File: src/hdl/zfn_pkg.sv
`timescale 1ns / 1ps
`default_nettype none
package zfn_pkg;

  localparam int MAX_OBS   = 64;
  localparam int IDX_W     = $clog2(MAX_OBS);
  localparam int CNT_W     = IDX_W + 1;
  localparam int X_W       = 32;
  localparam int EPS_W     = 17;
  localparam int SUM_W     = X_W + CNT_W - 1;
  localparam int SQ_W      = 2 * X_W + CNT_W - 2;
  localparam int NUM_W     = SQ_W + CNT_W - 1;
  localparam int DZ_W      = X_W + 1 + CNT_W;
  localparam int DEN_W     = DZ_W + 1;
  localparam int D_W       = X_W + CNT_W + 1;
  localparam int RAD_W     = 2 * X_W;
  localparam int ROOT_W    = X_W;
  localparam int DIV_CNT_W = $clog2(NUM_W + 1);

  // controller to datapath
  typedef struct packed {
    logic accept;
    logic mean_start;
    logic mean_load;
    logic sqr_start;
    logic var_start;
    logic sqrt_start;
    logic den_load;
    logic diff_load;
    logic z_start;
    logic out_load;
    logic idx_inc;
    logic batch_clear;
  } cmd_t;

  // datapath to controller
  typedef struct packed {
    logic div_done;
    logic sqr_busy;
    logic sqrt_busy;
    logic one_obs;
    logic idx_last;
    logic out_free;
  } sts_t;

endpackage
`default_nettype wire

File: src/hdl/zfn_ctrl.sv
`timescale 1ns / 1ps
`default_nettype none
module zfn_ctrl (
  input  wire logic          clk,
  input  wire logic          rst_n,
  input  wire logic          in_valid,
  input  wire logic          in_last,
  output logic               in_ready,
  output zfn_pkg::cmd_t      cmd,
  input  wire zfn_pkg::sts_t sts
);

  typedef enum logic [3:0] {
    S_LOAD, S_MSTART, S_MWAIT, S_SQSTART, S_SQRUN, S_VSTART, S_VWAIT,
    S_RTRUN, S_DEN, S_RD, S_DIFF, S_ZSTART, S_ZWAIT, S_EMIT
  } state_t;

  state_t state_r, state_nxt;

  always_comb begin
    state_nxt = state_r;
    cmd       = '0;
    unique case (state_r)
      S_LOAD: begin
        cmd.accept = in_valid;
        if (in_valid && in_last) begin
          state_nxt = S_MSTART;
        end
      end
      S_MSTART: begin
        cmd.mean_start = 1'b1;
        state_nxt      = S_MWAIT;
      end
      S_MWAIT: begin
        if (sts.div_done) begin
          cmd.mean_load = 1'b1;
          state_nxt     = sts.one_obs ? S_DEN : S_SQSTART;
        end
      end
      S_SQSTART: begin
        cmd.sqr_start = 1'b1;
        state_nxt     = S_SQRUN;
      end
      S_SQRUN: begin
        if (!sts.sqr_busy) begin
          state_nxt = S_VSTART;
        end
      end
      S_VSTART: begin
        cmd.var_start = 1'b1;
        state_nxt     = S_VWAIT;
      end
      S_VWAIT: begin
        if (sts.div_done) begin
          cmd.sqrt_start = 1'b1;
          state_nxt      = S_RTRUN;
        end
      end
      S_RTRUN: begin
        if (!sts.sqrt_busy) begin
          state_nxt = S_DEN;
        end
      end
      S_DEN: begin
        cmd.den_load = 1'b1;
        state_nxt    = S_RD;
      end
      S_RD: begin
        state_nxt = S_DIFF;
      end
      S_DIFF: begin
        cmd.diff_load = 1'b1;
        state_nxt     = S_ZSTART;
      end
      S_ZSTART: begin
        cmd.z_start = 1'b1;
        state_nxt   = S_ZWAIT;
      end
      S_ZWAIT: begin
        if (sts.div_done) begin
          state_nxt = S_EMIT;
        end
      end
      S_EMIT: begin
        if (sts.out_free) begin
          cmd.out_load = 1'b1;
          if (sts.idx_last) begin
            cmd.batch_clear = 1'b1;
            state_nxt       = S_LOAD;
          end else begin
            cmd.idx_inc = 1'b1;
            state_nxt   = S_RD;
          end
        end
      end
      default: state_nxt = S_LOAD;
    endcase
  end

  always_ff @(posedge clk) begin
    if (!rst_n) begin
      state_r <= S_LOAD;
    end else begin
      state_r <= state_nxt;
    end
  end

  assign in_ready = (state_r == S_LOAD);

  a_wait_sqr: assert property (@(posedge clk) disable iff (!rst_n)
    (state_r == S_VSTART) |-> !sts.sqr_busy)
    else $error("variance started before square done");

  a_one_start: assert property (@(posedge clk) disable iff (!rst_n)
    $onehot0({cmd.mean_start, cmd.var_start, cmd.z_start}))
    else $error("two divider starts at once");

  a_no_accept: assert property (@(posedge clk) disable iff (!rst_n)
    (cmd.accept && in_last) |=> !in_ready)
    else $error("input taken after batch end");

endmodule
`default_nettype wire

File: config.mk
export PLATFORM = sky130hd
export DESIGN_NAME = zfn_ctrl
export DESIGN_NICKNAME = d
export VERILOG_FILES = /design/src/hdl/zfn_pkg.sv /design/src/hdl/zfn_ctrl.sv
export SDC_FILE = /design/constraint.sdc
export NUM_CORES = 1
export LEC_CHECK = 0
export BUFFER_PORTS_ARGS = -buffer_cell sky130_fd_sc_hd__buf_4
export CAP_MARGIN = 20
export CORE_AREA = 3 3 40 42
export CTS_CLUSTER_SIZE = 10
export DETAILED_ROUTE_END_ITERATION = 7
export DIE_AREA = 0 0 43 45
export GPL_ROUTABILITY_DRIVEN = 1
export HOLD_SLACK_MARGIN = 0.15
export PLACE_DENSITY = 0.61
export SLEW_MARGIN = 20
export SYNTH_ARGS = -nofsm -noshare
export SYNTH_HDL_FRONTEND = slang
export SYNTH_SLANG_ARGS = --single-unit
File: constraint.sdc
create_clock -name clk -period 1.5 [get_ports clk]
set_clock_uncertainty 0.1 [all_clocks]
set_input_delay 0.075 -clock clk [delete_from_list [all_inputs] [get_ports clk]]
set_output_delay 0.075 -clock clk [all_outputs]
set_load 0.005 [all_outputs]
# Word-level counts from Yosys, hierarchy flattened
# Cells that the tools add are included.
[classes]
eq_ne = 20
muxes = 24
reduce_logical = 3
[ops]
columns = ["op", "count"]
rows = [
  ["one-hot mux 4 bit (14 select lines)", 1],
  ["two-way mux 4 bit", 9],
  ["equality test 4 bit (second input constant)", 6],
  ["equality test 4 x 3 -> 1 bit (second input constant)", 4],
  ["two-way mux 1 bit", 12],
  ["inequality test 2 bit (second input constant)", 6],
  ["equality test 4 x 2 -> 1 bit (second input constant)", 2],
  ["AND reduction 7 bit", 1],
  ["two-way mux 3 bit", 2],
  ["equality test 4 x 1 -> 1 bit (second input constant)", 1],
  ["logical NOT 4 bit", 1],
  ["inequality test 2 x 1 -> 1 bit (second input constant)", 1],
  ["logical AND 1 bit", 1],
]
[word_totals]
regBits = 4
inputBits = 10
output_inout_bits = 13
elab_cells = 48

# Longest topological paths before layout
# Gate-level depths: netlist (run 1).
[logic_depth]
depth_word = 3
ltp_mapped = 6
depth_no_buf = 5

# Least setup slack after synthesis (run 1)
# Ideal clock, no wire load.
[synth_timing]
kind = "reg-to-reg"
startpoint = "reg state_r[1]"
endpoint = "reg state_r[0]"
setup_ns = 0.059
arrival_ns = 1.359
required_ns = 1.341
path_slack_ns = -0.018
path_stages_with_launch = 6
n_path_buf = 0
synth_period_minus_slack_ns = 1.518
cell_sequence = "dfxtp_1 nor2b_1 o21bai_1 a221o_2 o32ai_1 and2_1"
[synth_between]
elab_chain_len = 3
elab_cells_between_ends = 23
cone_classes = "eq/ne: 20; mux: 1; reduce/logical: 2"
[synth_rtl]
columns = ["item", "line_no", "source"]
rows = [
  ["from (decl)", "zfn_ctrl.sv:18", "state_t state_r, state_nxt;"],
  ["from (signal assigned)", "zfn_ctrl.sv:104", "state_r <= state_nxt;"],
  ["equality test 4 x 2 -> 1 bit (tied with other cells)", "zfn_ctrl.sv:23", "unique case (state_r)"],
  ["inequality test 2 bit (no line) or inequality test 2 x 1 -> 1 bit (tied branches)", "-", ""],
  ["AND reduction 7 bit (no line)", "-", ""],
]
# Several ways; a longest one is shown, not always the timed one.
# A chain may end at the register's enable or synchronous reset.

# Worst setup path after layout (run 1)
# Same ends and word-level chain as after synthesis.

==> Implementation_results.wiki, run 1 <==
{| class="wikitable"
! Metric !! Value
|-
| Hold crit path type || input port to register
|-
| Longest individual stage delay on the worst path || 0.42 ns
|-
| Cell types occupying the most area after synthesis || sky130_fd_sc_hd__dfxtp_1, sky130_fd_sc_hd__nor2b_1, sky130_fd_sc_hd__nor3_1
|-
| Net count of the mapped netlist || 74
|-
| Number of enable flip-flop cells after synthesis || 0
|-
| Clock latency at the later pin of the worst-skew pair || 0.25 ns
|-
| TritonCTS sink count || 4
|-
| TritonCTS clock tree || done
|-
| Global-route usage over all layers || 19.7%
|-
| Total vias in the final route || 668
|-
| Number of register bits inferred by synthesis || 4
|-
| Share of the synthesized area in the top cell type || 18.8%
|-
| Fmax achieved || 0.631 GHz
|-
| Count of TritonRoute iterations in the first routing pass || 4
|-
| P_sw || 271 uW
|-
| First-pass GRT wire length || 2.83 mm
|-
| Switching fraction of total power || 38.0%
|-
| DRT Wirelength || 1.86 mm
|-
| Master cell of the clock root buffer || sky130_fd_sc_hd__clkbuf_4
|-
| Non-filler instance count after layout || 120
|-
| Total core area || 1280 um^2
|-
| Mean post-synth cell area || 6.67 um^2
|-
| Initial standard-cell utilization of the core || 33.2%
|-
| Number of flip-flops under the largest register name || 4
|-
| Final setup margin || -0.0859 ns
|-
| Top flop regs || state_r: 4 flops
|-
| Kind of critical path || register to register
|-
| Worst hold margin || 0.177 ns
|-
| Average wire per standard cell || 15.5 um
|-
| Yosys top cell by area || sky130_fd_sc_hd__dfxtp_1
|-
| Clock-pin slew of the registers on the worst-case setup and hold paths || 0.04 ns
|-
| Minimum clock period after layout || 1.59 ns
|-
| Number of distinct library cell variants in the gate-level netlist after synthesis || 28
|-
| Vias per cell || 5.57
|-
| Area taken by flip-flops and latches || 88.8 um^2
|-
| Slowest cell on the critical path || sky130_fd_sc_hd__a221o_2
|-
| Transition time at the pin with the least slew margin || 0.255 ns
|-
| Largest register by flop count || state_r
|-
| Number of top-level pins || 23
|-
| Setup violation total in the final timing report || 6
|-
| Number of I/O port buffers || 22
|-
| Sequential fraction of the synthesis area || 18.8%
|-
| Full die area || 1940 um^2
|-
| Data arrival time of the worst path || 1.68 ns
|-
| Portion of total power attributed to the clock network || 20.5%
|-
| Type of element launching the critical path || register
|-
| Fraction of the cycle the final worst path needs || 106%
|-
| Post-route setup TNS || -0.248 ns
|-
| Largest net degree at the start of global routing || 11
|-
| Final core area utilization || 68.8%
|-
| Signed area change from the synthesized netlist to the final layout || 107%
|-
| Leak Pwr || 0.402 nW
|-
| Number of antenna violations at the first check in global routing || 0
|-
| Post-Layout Inst Area || 885 um^2
|-
| Total number of H-tree levels || 1
|-
| Overall die height || 45 um
|-
| # rows || 13
|-
| GR Overflow Total || 0
|-
| Worst endpoint required time || 1.59 ns
|-
| Initial detailed-routing violation count || 19
|-
| Share of total power in sequential cells || 20.4%
|-
| Final Slew Violations || 0
|-
| Nets@finish || 117
|-
| Async S/R FF share, synth || 0%
|-
| Final Hold Viols || 0
|-
| Outcome || finished, violations left
|-
| Slew headroom || 82.8%
|-
| GP Congestion || 0.840
|-
| Setup repair after global routing missed its margin || true
|-
| Number of global-route vias before repair || 659
|-
| Number of buffers inserted during clock tree synthesis || 3
|-
| Longest Clk Path Bufs || 2
|-
| Post-placement cell area || 718 um^2
|-
| DRC || 0
|-
| Combinational power share || 59.1%
|-
| Die extent in x || 43 um
|-
| Pre-CTS worst setup slack || -0.0977 ns
|-
| Share of cells above drive strength 1 || 58.1%
|-
| Violations in the final reports || setup timing
|-
| Inserted Diodes || 0
|-
| Post-DRT Antenna Nets || 0
|-
| Worst hold path stage count || 4
|-
| Post-synth design cell area || 427 um^2
|-
| Most used DFF post-synth || sky130_fd_sc_hd__dfxtp_1
|-
| Internal power component || 443 uW
|-
| Area used by multi-input combinational logic || 422 um^2
|-
| PnR Total Power || 715 uW
|-
| Post-placement cell count || 114
|-
| Logic depth of the worst register-to-register path || 5
|-
| Maximum Capacitance Violations || 0
|-
| Maximum vdd ir drop || 0.422 mV
|-
| CP Capture Type || register
|-
| Critical-path maximum fanout || 6
|-
| Dpl hpwl || 1.15 mm
|-
| Number of instances in the synthesized netlist || 64
|-
| Synth warn || 0
|-
| Layout filler cell count || 110
|-
| CP Cell Sequence || nor2b_4, o21bai_4, a221o_2, o32ai_2, and2_1
|-
| P per Cell Area || 808 nW/um^2
|}
## layout by cell type, fill, tap and decap left out, types with 2 or more instances in the layout
cell type                  instances
sky130_fd_sc_hd__and2_1            3
sky130_fd_sc_hd__buf_4            39
sky130_fd_sc_hd__nor2b_1           3
sky130_fd_sc_hd__inv_1             2
sky130_fd_sc_hd__nand2_1           7
sky130_fd_sc_hd__nor3_1            4
sky130_fd_sc_hd__nor2_1            4
sky130_fd_sc_hd__nand2b_1          3
sky130_fd_sc_hd__nand3_1           2
sky130_fd_sc_hd__clkbuf_4          3
sky130_fd_sc_hd__dfxtp_4           2
sky130_fd_sc_hd__buf_6             2
sky130_fd_sc_hd__a21oi_1           2
sky130_fd_sc_hd__nor2b_4           2
sky130_fd_sc_hd__o21ai_0           2
## final timing paths
kind         slack [ns]    endpoint  startpoint
max               -0.09  state_r[0]  state_r[1]
min                0.18  state_r[2]      sts[3]
max reg2reg       -0.09  state_r[0]  state_r[1]
min reg2reg        0.60  state_r[1]  state_r[1]
## final cells by class
cell class	instances	area share [%]
repair buffers	42	36.8
flip-flops and latches	4	10.0
well taps	15	2.12
multi-input cells	54	47.7
clock buffers	3	2.55
inverters	2	0.849
## repair_timing
action,CTS,global route
setup endpoints to repair,10,14
endpoints found under the hold margin,4,0
resized for setup,11,16
buffers inserted,2,0
hold buffers,1,0
pin swaps,4,4
## power groups by stage
stage                     Clock (mW)  Combinational (mW)  Sequential [mW]
after floorplan                    0               0.172            0.133
after global placement             0               0.319            0.139
after detailed placement           0               0.322            0.139
after CTS                      0.143               0.366            0.143
after global routing           0.163               0.450            0.150
final                          0.147               0.422            0.146
## cells by family (layout without fill, tap and decap cells)
family / count (synthesis) / count (layout) / synth area share (%)
AND/OR/NAND/NOR: 37 / 37 / 45.2
multiplexers: 1 / 1 / 2.35
AO/OA/AOI/OAI: 16 / 16 / 27.3
flip-flops: 4 / 4 / 18.8
buffers and inverters: 6 / 47 / 6.45
## routing by layer
layer	track usage, %	vias to the layer above	share of wire [%]
met2	34.7	27	52
met1	20.1	319	39
li1	-	315	-
met3	5.18	7	6.1
met5	0	-	0
met4	14.5	0	2.6
## critical path: cells and delay by family, from the launching register on
family | cells | cell delay, ns
AOI/OAI and AO/OA | 3 | 0.80
DFF | 1 | 0.35
and+or+nand+nor | 2 | 0.28
## cell usage after synthesis, types with 2 or more instances
library cell	instances
sky130_fd_sc_hd__nand2_1	8
sky130_fd_sc_hd__nor3_1	6
sky130_fd_sc_hd__nor2_1	5
sky130_fd_sc_hd__nor2b_1	5
sky130_fd_sc_hd__dfxtp_1	4
sky130_fd_sc_hd__nand2b_1	4
sky130_fd_sc_hd__a21oi_1	3
sky130_fd_sc_hd__and2_1	3
sky130_fd_sc_hd__o21ai_0	3
sky130_fd_sc_hd__clkbuf_1	2
sky130_fd_sc_hd__inv_1	2
sky130_fd_sc_hd__nand3_1	2
sky130_fd_sc_hd__nor4_1	2
Power figures use the tool's default switching activity.
==> run 2, diff against run 1 <==
--- a/config.mk
+++ b/config.mk
@@ -7,13 +7,14 @@
 export LEC_CHECK = 0
 export BUFFER_PORTS_ARGS = -buffer_cell sky130_fd_sc_hd__buf_4
 export CAP_MARGIN = 20
-export CORE_AREA = 3 3 40 42
+export CORE_AREA = 2 2 39 41
 export CTS_CLUSTER_SIZE = 10
 export DETAILED_ROUTE_END_ITERATION = 7
-export DIE_AREA = 0 0 43 45
+export DIE_AREA = 0 0 41 43
 export GPL_ROUTABILITY_DRIVEN = 1
 export HOLD_SLACK_MARGIN = 0.15
 export PLACE_DENSITY = 0.61
+export RECOVER_POWER = 100
 export SLEW_MARGIN = 20
 export SYNTH_ARGS = -nofsm -noshare
 export SYNTH_HDL_FRONTEND = slang
==> run 2 against run 1 <==
Effect of this change:
- the run still ends with setup timing left
- first-iteration DRC count grew 47%
- total power shrank 3.2%
- via count up 1.6%
- non-clock buffer count is 4 lower
- global-route usage increased by 0.16 points
- maximum frequency fell by 2.5%
- critical path depth unchanged
- sequential power is essentially flat
- worst hold slack improved by 0.025 ns
- utilization fell by 8.4 points
- sequential cell count is the same
- die area decreased by 8.9%
- largest power group unchanged
==> Implementation_results.wiki, run 2 (same netlist as run 1, synthesis figures left out) <==
{| class="wikitable"
! Metric !! Value
|-
| Outcome || finished, violations left
|-
| Violations in the final reports || setup timing
|-
| Final setup margin || -0.126 ns (-0.0401 ns)
|-
| Area used by multi-input combinational logic || 408 um^2 (-3.3%)
|-
| Total core area || 1380 um^2 (+7.7%)
|-
| Most common cell after layout, fill and taps aside || sky130_fd_sc_hd__buf_4
|-
| Average wire per standard cell || 15.4 um (-0.68%)
|-
| Master cell of the clock root buffer || sky130_fd_sc_hd__clkbuf_4
|-
| Slowest cell on the critical path || sky130_fd_sc_hd__a221o_2
|-
| Share of cells above drive strength 1 || 59.4% (+1.3 points)
|-
| Nets@finish || 113 (-3.4%)
|-
| Total vias in the final route || 679 (+1.6%)
|-
| Fmax achieved || 0.615 GHz (-2.5%)
|-
| Kind of critical path || register to register
|-
| Top flop regs || state_r: 4 flops
|-
| Fraction of the cycle the final worst path needs || 108% (+2.7 points)
|-
| CP Capture Type || register
|-
| Number of flip-flops under the largest register name || 4 (unchanged)
|-
| Longest Clk Path Bufs || 2 (unchanged)
|-
| Final Hold Viols || 0 (unchanged)
|-
| Setup repair after global routing missed its margin || true
|-
| P per Cell Area || 827 nW/um^2 (+2.3%)
|-
| Clock latency at the later pin of the worst-skew pair || 0.24 ns (about the same)
|-
| # rows || 14 (+1)
|-
| Largest net degree at the start of global routing || 13 (+2)
|-
| GR Overflow Total || 0 (unchanged)
|-
| First-pass GRT wire length || 2.48 mm (-12%)
|-
| Count of TritonRoute iterations in the first routing pass || 4 (unchanged)
|-
| Overall die height || 43 um (-4.4%)
|-
| Largest register by flop count || state_r
|-
| Leak Pwr || 0.375 nW (-6.9%)
|-
| Slew headroom || 79.3% (-3.6 points)
|-
| Total number of H-tree levels || 1 (unchanged)
|-
| Inserted Diodes || 0 (unchanged)
|-
| TritonCTS clock tree || done
|-
| Signed area change from the synthesized netlist to the final layout || 96.2%
|-
| Full die area || 1760 um^2 (-8.9%)
|-
| Number of I/O port buffers || 22 (unchanged)
|-
| Dpl hpwl || 1.07 mm (-7.1%)
|-
| Hold crit path type || input port to register
|-
| Type of element launching the critical path || register
|-
| Number of global-route vias before repair || 573 (-13%)
|-
| Longest individual stage delay on the worst path || 0.41 ns (about the same)
|-
| Number of antenna violations at the first check in global routing || 0 (unchanged)
|-
| Transition time at the pin with the least slew margin || 0.309 ns (+0.0532 ns)
|-
| Number of buffers inserted during clock tree synthesis || 3 (unchanged)
|-
| Post-DRT Antenna Nets || 0 (unchanged)
|-
| GP Congestion || 0.853 (+1.5%)
|-
| Clock-pin slew of the registers on the worst-case setup and hold paths || 0.04 ns (about the same)
|-
| Data arrival time of the worst path || 1.63 ns (-0.05 ns)
|-
| Pre-CTS worst setup slack || -0.135 ns (-0.0371 ns)
|-
| Initial detailed-routing violation count || 28 (+9)
|-
| Most used cells in the layout excluding fill and tap cells || sky130_fd_sc_hd__buf_4, sky130_fd_sc_hd__nand2_1, sky130_fd_sc_hd__nor2_1
|-
| DRC || 0 (unchanged)
|-
| Worst endpoint required time || 1.51 ns (-0.08 ns)
|-
| Initial standard-cell utilization of the core || 30.8% (-2.4 points)
|-
| Area taken by flip-flops and latches || 86.3 um^2 (-2.8%)
|-
| Critical-path maximum fanout || 5 (-1)
|-
| Maximum vdd ir drop || 0.370 mV (-12%)
|-
| Setup violation total in the final timing report || 6 (unchanged)
|-
| TritonCTS sink count || 4 (unchanged)
|-
| Die extent in x || 41 um (-4.7%)
|-
| Minimum clock period after layout || 1.63 ns (+0.0401 ns)
|-
| Number of top-level pins || 23 (unchanged)
|-
| Post-route setup TNS || -0.304 ns (-0.0560 ns)
|-
| Global-route usage over all layers || 19.9% (+0.16 points)
|-
| Maximum Capacitance Violations || 0 (unchanged)
|-
| Worst hold margin || 0.202 ns (+0.0254 ns)
|-
| CP Cell Sequence || nor2b_4, o21bai_1, a221o_2, o211ai_1, o41ai_2
|-
| Layout filler cell count || 124 (+13%)
|-
| Vias per cell || 5.80 (+4.3%)
|-
| DRT Wirelength || 1.80 mm (-3.2%)
|-
| Final Slew Violations || 0 (unchanged)
|}
==> run 2: cell count changes in the layout (fill, tap and decap cells not counted), sizes merged <==
cell and change:
clkbuf +1, buf -5
==> run 2: final cells by class <==
cell class	instances	area share, %
inverter	2	0.897
timing repair buffer	38	35.0
multi-input combinational	54	48.7
clock buffer	3	2.69
tap	16	2.39
sequential	4	10.3
==> run 2: metrics by stage <==
step | util, % | cells | power [mW] | cell area, um^2
CTS | 55.6 | 115 | 0.635 | 769
global placement | 48.7 | 109 | 0.453 | 674
global route | 60.5 | 117 | 0.742 | 837
finish | 60.5 | 117 | 0.692 | 837
floorplan | - | 64 | 0.305 | 429
detailed placement | 48.7 | 109 | 0.455 | 674
==> run 2: path summary, 6_finish.rpt <==
check | start | to | slack [ns] | cells past startpoint
max | state_r[1] | state_r[1] | -0.13 | 5
min | sts[3] | state_r[2] | 0.20 | 4
max reg2reg | state_r[1] | state_r[1] | -0.13 | 5
min reg2reg | state_r[3] | state_r[1] | 0.62 | 3
==> run 2: report_power, final <==
part	internal, mW	leakage (nW)	total (mW)	switching, mW
logic	0.218	0.327	0.406	0.188
clock network	0.0897	0.0138	0.137	0.0470
registers	0.126	0.0341	0.149	0.0236
==> run 2: per-layer routing <==
metal | track usage (%) | vias up | wire length, um
li1 | - | 309 | -
met1 | 24.0 | 306 | 656
met2 | 33.8 | 60 | 939
met3 | 3.14 | 4 | 188
met4 | 6.00 | 0 | 18
met5 | 0 | - | 0
==> run 2: what timing repair did <==
action                                 4_1_cts  5_1_grt
setup endpoints to repair                    8       14
gates resized for setup                     12       16
endpoints found under the hold margin        4        0
buffers inserted                             2        2
pin swaps                                    3        6
hold buffers                                 1        0
==> run 2: worst max-delay path: cells and delay by family (launching register included) <==
kind	cells	cell delay [ns]
DFF	1	0.33
and+or+nand+nor	1	0.13
AOI/OAI and AO/OA	4	0.93
